### src/rtl/fpls_pkg.sv
// ----------------------------------------------------------------------------
// fpls_pkg
// Shared constants and types for the five-point laplacian stencil core.
// ----------------------------------------------------------------------------
package fpls_pkg;

    localparam int MAX_COLS_DEF    = 1024;
    localparam int SAMPLE_BITS_DEF = 16;
    localparam int MAX_BORDER      = 4;
    localparam int MAX_ROWS        = 4096;

    localparam int CFG_W       = 13;
    localparam int CFG_IDX_W   = 2;
    localparam int ROWS_W      = 13;
    localparam int RAW_COLS_W  = 11;
    localparam int BORDER_W    = 3;
    localparam int OUT_ROW_W   = 12;
    localparam int OUT_COL_W   = 10;

    // stencil weight of the centre cell is 4, applied as a shift
    localparam int WEIGHT_SHIFT = 2;

    localparam int QUEUE_DEPTH = 3;
    localparam int QUEUE_CNT_W = 2;

    typedef enum logic [CFG_IDX_W-1:0] {
        REG_ROWS   = 2'd0,
        REG_COLS   = 2'd1,
        REG_BORDER = 2'd2
    } cfg_reg_t;

    typedef struct packed {
        logic                   not_empty;
        logic [QUEUE_CNT_W-1:0] count;
    } queue_stat_t;

endpackage

### src/rtl/fpls_res_queue.sv
// ----------------------------------------------------------------------------
// fpls_res_queue
// Small result queue in front of the output channel.
// ----------------------------------------------------------------------------
module fpls_res_queue
    import fpls_pkg::*;
#(
    parameter int DATA_W = SAMPLE_BITS_DEF + 3 + OUT_ROW_W + OUT_COL_W + 1
) (
    input  logic              aclk,
    input  logic              aresetn,
    input  logic              push,
    input  logic [DATA_W-1:0] push_data,
    output logic              out_valid,
    input  logic              out_ready,
    output logic [DATA_W-1:0] out_data,
    output queue_stat_t       stat
);

    localparam int PTR_W = $clog2(QUEUE_DEPTH);

    logic [DATA_W-1:0]      entry_reg [QUEUE_DEPTH];
    logic [PTR_W-1:0]       wr_ptr_reg;
    logic [PTR_W-1:0]       rd_ptr_reg;
    logic [QUEUE_CNT_W-1:0] count_reg;
    logic                   pop;

    assign out_valid = (count_reg != '0);
    assign pop       = out_valid && out_ready;
    assign out_data  = entry_reg[rd_ptr_reg];

    assign stat.not_empty = out_valid;
    assign stat.count     = count_reg;

    always_ff @(posedge aclk) begin
        if (push) begin
            entry_reg[wr_ptr_reg] <= push_data;
        end
    end

    always_ff @(posedge aclk) begin
        if (!aresetn) begin
            wr_ptr_reg <= '0;
            rd_ptr_reg <= '0;
            count_reg  <= '0;
        end else begin
            if (push) begin
                wr_ptr_reg <= (wr_ptr_reg == PTR_W'(QUEUE_DEPTH - 1)) ? '0 : wr_ptr_reg + 1'b1;
            end
            if (pop) begin
                rd_ptr_reg <= (rd_ptr_reg == PTR_W'(QUEUE_DEPTH - 1)) ? '0 : rd_ptr_reg + 1'b1;
            end
            if (push && !pop) begin
                count_reg <= count_reg + 1'b1;
            end else if (pop && !push) begin
                count_reg <= count_reg - 1'b1;
            end
        end
    end

endmodule

### config.mk
export PLATFORM = sky130hd
export DESIGN_NAME = fpls_res_queue
export DESIGN_NICKNAME = d
export VERILOG_FILES = /design/src/rtl/fpls_pkg.sv /design/src/rtl/fpls_res_queue.sv
export SDC_FILE = /design/constraint.sdc
export NUM_CORES = 1
export LEC_CHECK = 0
export BUFFER_PORTS_ARGS = -buffer_cell sky130_fd_sc_hd__buf_2
export CAP_MARGIN = 20
export CORE_MARGIN = 2
export CORE_UTILIZATION = 51
export DETAILED_ROUTE_END_ITERATION = 6
export PLACE_DENSITY = 0.74
export RECOVER_POWER = 25
export SYNTH_ARGS = -nofsm -noshare
export SYNTH_HDL_FRONTEND = slang
export SYNTH_SLANG_ARGS = --single-unit
### constraint.sdc
create_clock -name aclk -period 6.8 [get_ports aclk]
set_clock_uncertainty 0.05 [all_clocks]
set_input_delay 2.04 -clock aclk [delete_from_list [all_inputs] [get_ports aclk]]
set_output_delay 2.04 -clock aclk [all_outputs]
set_load 0.01 [all_outputs]
### After elaboration in Yosys (flattened, before gate mapping)

Memories as Yosys holds them, arrays and structs flattened. A register that Yosys moved wholly into a read port is not among the register bits.
Index checks and enable logic that the tools add are counted.

| word-level totals | value |
|---|---|
| ROM bits | 0 |
| bits in registers | 6 |
| bits of input ports | 46 |
| bits in latches | 0 |
| memories | 1 |
| word-level logic and storage cells | 25 |
| bits in writable memories | 126 |

Memory list:

| name | words | bits a word | rd ports | clocked after Yosys merged registers in | write ports | line | RTL |
|---|---|---|---|---|---|---|---|
| entry_reg | 3 | 42 | 1 | 1 | 1 | fpls_res_queue.sv:22 | `logic [DATA_W-1:0] entry_reg [QUEUE_DEPTH];` |

| operators by class | value |
|---|---|
| add/sub/neg operators | 4 |
| multiplexer cells | 8 |
| reductions and logical operators | 7 |
| shift-type cells | 0 |
| equality and inequality tests | 2 |
| divide/modulo/power cells | 0 |
| multipliers | 0 |
| bitwise gates (word level) | 0 |
| $lt $le $gt $ge | 0 |

Operators by type and width:

| kind | number |
|---|---|
| 2-bit two-way mux | 6 |
| 2-bit by 1-bit adder with 2-bit output, second input constant | 3 |
| 2-bit equality test, second input constant | 2 |
| 2-bit nonzero test | 2 |
| 1-bit logical AND | 3 |
| 1-bit logical NOT | 2 |
| 1-bit two-way mux | 2 |
| 2-bit by 1-bit subtractor with 2-bit output, second input constant | 1 |

### Depth between registers and ports, before layout

| logic depth | value |
|---|---|
| word-level depth | 5 |
| gate-level depth with buffers | 5 |
| depth with buffers taken out | 5 |

### Worst setup path before layout

No wires, ideal clock.

| timing | value |
|---|---|
| path type | input -> register |
| from | in push |
| to | mem entry_reg[0][0] in the netlist's numbering, enable pin |
| arrival | 5.168 ns |
| stages | 1 |
| library setup time | 0.505 ns |
| path slack | 1.078 ns |
| data required time | 6.245 ns |
| cells stage by stage | nor3b_1 |

| between the ends | value |
|---|---|
| cells in the longest elaborated chain, start to end | 2 |

RTL lines:

| element | line | RTL |
|---|---|---|
| from (decl) | fpls_res_queue.sv:12 | `input logic push,` |
| 1-bit two-way mux | fpls_res_queue.sv:36 | `if (push) begin` |
| 1-bit two-way mux (implied by the code) | fpls_res_queue.sv:37 | `entry_reg[wr_ptr_reg] <= push_data;` |
| to (decl) | fpls_res_queue.sv:22 |  |

No other way between the ends.

==> flow_summary.yaml <==
run_status:
  status: "complete, no violations"
drt:
  vias_per_cell: 4.98
  dr_total_vias: 2703
  drtPass1Iterations: 4
  wl_per_cell_um: 15.5
  drt-total-wl_um: 8400
  ant_nets: 0
  first_iter_violations: 76
  drc: 0
critical_path:
  r2r-end: "entry_reg[1][0]$_DFFE_PP_"
  start_kind: "flop"
  crit_family: "buffers and inverters"
  worstPathMaxFanout: 27
  r2r_start: "wr_ptr_reg[0]$_SDFFE_PN0P_"
  cp_slowest_cell: "dfxtp_2"
  reg2reg_slack_ns: 4.92
  crit_arrival_ns: 2.20
  crit_chain: "buf_4 -> mux2i_1 -> o21ai_1 -> buf_2"
  endpoint_kind: "primary output"
  cp_data_required_time_ns: 4.71
  path_buf_inv: 2
  cpPeakStageDelay_ns: 0.64
  reg2reg_depth: 3
  path_class: "flop to primary output"
timing:
  fin_crit_ns: 4.29
  hold_ws_ns: 0.431
  slew_violations: 0
  setup_violations: 0
  final-hold-violation-count: 0
  relSlewSlack: 0.567
  finalSetupTns_ns: 0
  rsz0062_at_grt: "no"
  tightestPinTransition_ns: 0.649
  finalCritPeriodShare: 0.631
  max_freq_mhz: 233
global_route:
  grt_pass1_wl_um: 12800
  grt_overflow: 0
  track_usage: 0.170
  grt_max_degree: 57
  grt_pass1_vias: 2639
  antenna_found_initial: 1
floorplan:
  die_w_um: 103
  die_area_um2: 10500
  rows: 36
  core_um2: 9590
  ios: 92
  die_h_um: 103
  initial_core_util: 0.518
layout:
  antenna-diode-count: 0
  largest_reg_flops: 126
  nets: 446
  area.growth.synth_to_final_pct: 21.9
  drive_gt1_frac: 0.232
synth:
  synthAdderAreaFrac: 0.00252
  synth_cell_types: 22
  yosys_warnings: 0
  synth-simple-area-share: 0.0471
  synth_fp_nets: 346
  synth-async-reset-ratio: 0
  synth-compound-area-share: 0.0526
  synthMuxAreaShare: 0.0846
  netlist_instances: 299
  avgSynthCellArea_um2: 16.6
  synth_top_family_by_area: "multiplexers"
  synth_flop_cell: "edfxtp_1"
  netlist_area_um2: 4970
  ys_ff_latch: 134
  synth_edf_count: 126
  ys_seq_area_frac: 0.794
  synth_xor_area_frac: 0.00353
clock_tree:
  postCtsSetupBuffers: 0
  cts_tree: "yes"
  numClockSinks: 134
  cts-root-buf: "clkbuf_8"
  htree_levels: 4
  cts-resized-gates: 0
  hold_buffers: 0
  clock_path_buffers: 2
  clock_latency_ns: 0.51
  clk_pin_slew_ns: 0.05
  cts_buffers: 17
power:
  power_per_cell_area_nw_per_um2: 354
  p_leak_nw: 2.05
  ir_worst_vdd_mv: 0.196
placement:
  gp_congestion: 0.694
  portBuffers: 91
  place_hpwl_um: 5160
hold_path:
  hold_path.class: "flop to flop"
  hold-path-cell-count: 2
  worstHoldStart: "rd_ptr_reg[0]$_SDFFE_PN0P_"
flow_run:
  drv_cap: 0
[layer usage]
| layer | share of wire | wire [µm] | GRT usage | vias up |
|---|---|---|---|---|
| li1 | - | - | - | 1327 |
| met1 | 0.42 | 3570 | 0.207 | 1286 |
| met2 | 0.50 | 4180 | 0.268 | 75 |
| met3 | 0.059 | 496 | 0.0658 | 15 |
| met4 | 0.019 | 157 | 0.0800 | 0 |
| met5 | 0 | 0 | 0 | - |
[worst min-delay path, stage by stage, from the launching register on]
cell and delay (ns):
dfxtp_1 0.31, nand2_1 0.05, a21boi_1 0.07
[report_power, final]
| group | internal, W | total, W | switching, W |
|---|---|---|---|
| logic | 0.000158 | 0.000352 | 0.000194 |
| clock network | 0.000509 | 0.000798 | 0.000289 |
| registers | 0.000953 | 0.000992 | 0.0000386 |
| total | 0.00162 | 0.00214 | 0.000522 |
[stage by stage]
stage | util | cells | instance area [µm²] | power, W | worst slack, ns
floorplan | - | 299 | 4970 | 0.00124 | 1.08
global placement | 0.581 | 513 | 5570 | 0.00136 | 3.03
detailed placement | 0.581 | 513 | 5570 | 0.00137 | 2.99
CTS | 0.635 | 543 | 6090 | 0.00217 | 2.43
global route | 0.631 | 543 | 6050 | 0.00224 | 2.32
finish | 0.631 | 543 | 6050 | 0.00214 | 2.51
[Yosys cell counts (all sizes together), types with 2 or more instances]
cell type	number	area share
a21boi	3	0.0045
nor2	2	0.0015
buf	8	0.011
edfxtp	126	0.76
or3	2	0.0025
mux2i	42	0.085
dfxtp	8	0.032
clkbuf	7	0.0053
nor2b	2	0.0025
o21ai	44	0.045
o21a	2	0.0030
nand2	46	0.035
[placed cells by master, fill, tap and decap left out]
| cell | n |
|---|---|
| nor2b_1 | 2 |
| or2_1 | 1 |
| edfxtp_1 | 126 |
| clkbuf_16 | 16 |
| clkinv_1 | 5 |
| dfxtp_2 | 2 |
| ha_1 | 1 |
| nor2_4 | 2 |
| clkinv_2 | 1 |
| nor3b_2 | 1 |
| a21boi_1 | 3 |
| nand2_1 | 46 |
| xnor2_1 | 1 |
| mux2i_1 | 42 |
| or3_1 | 2 |
| buf_2 | 64 |
| dfxtp_1 | 6 |
| bufinv_16 | 2 |
| o21ai_2 | 1 |
| and2_1 | 1 |
| xor2_1 | 1 |
| o21a_1 | 2 |
| or3b_1 | 1 |
| buf_4 | 5 |
| clkbuf_1 | 32 |
| o21ai_0 | 1 |
| clkbuf_8 | 1 |
| o21ai_1 | 42 |
[cells by family after synthesis]
kind of cell             after synthesis
buffers and inverters                 15
AND/OR/NAND/NOR                       56
XOR/XNOR                               2
AO/OA/AOI/OAI                         49
multiplexers                          42
adder cells (fa/ha/maj)                1
flip-flops                           134
[layout make-up]
| class | count | area (µm²) |
|---|---|---|
| Sequential cell | 134 | 3950 |
| Clock buffer | 22 | 433 |
| Clock inverter | 8 | 83.8 |
| Timing Repair Buffer | 96 | 459 |
| Fill cell | 717 | 3540 |
| Multi-Input combinational cell | 150 | 966 |
| Tap cell | 133 | 166 |
[how the worst max path moves through the flow]
| stage | startpoint | end | slack [ns] | cells after the start |
|---|---|---|---|---|
| 2_1_floorplan | push | entry_reg[0][0]$_DFFE_PP_ | 1.08 | 1 |
| 4_1_cts | flop | out_data[25] | 2.43 | 4 |
| 3_3_place_gp | flop | out_data[21] | 3.03 | 4 |
| 6_report | flop | out_data[25] | 2.51 | 4 |
| 3_5_place_dp | flop | out_data[25] | 2.99 | 4 |
| 5_1_grt | flop | out_data[21] | 2.32 | 4 |
Note: power is estimated with default switching activity, not from simulation.
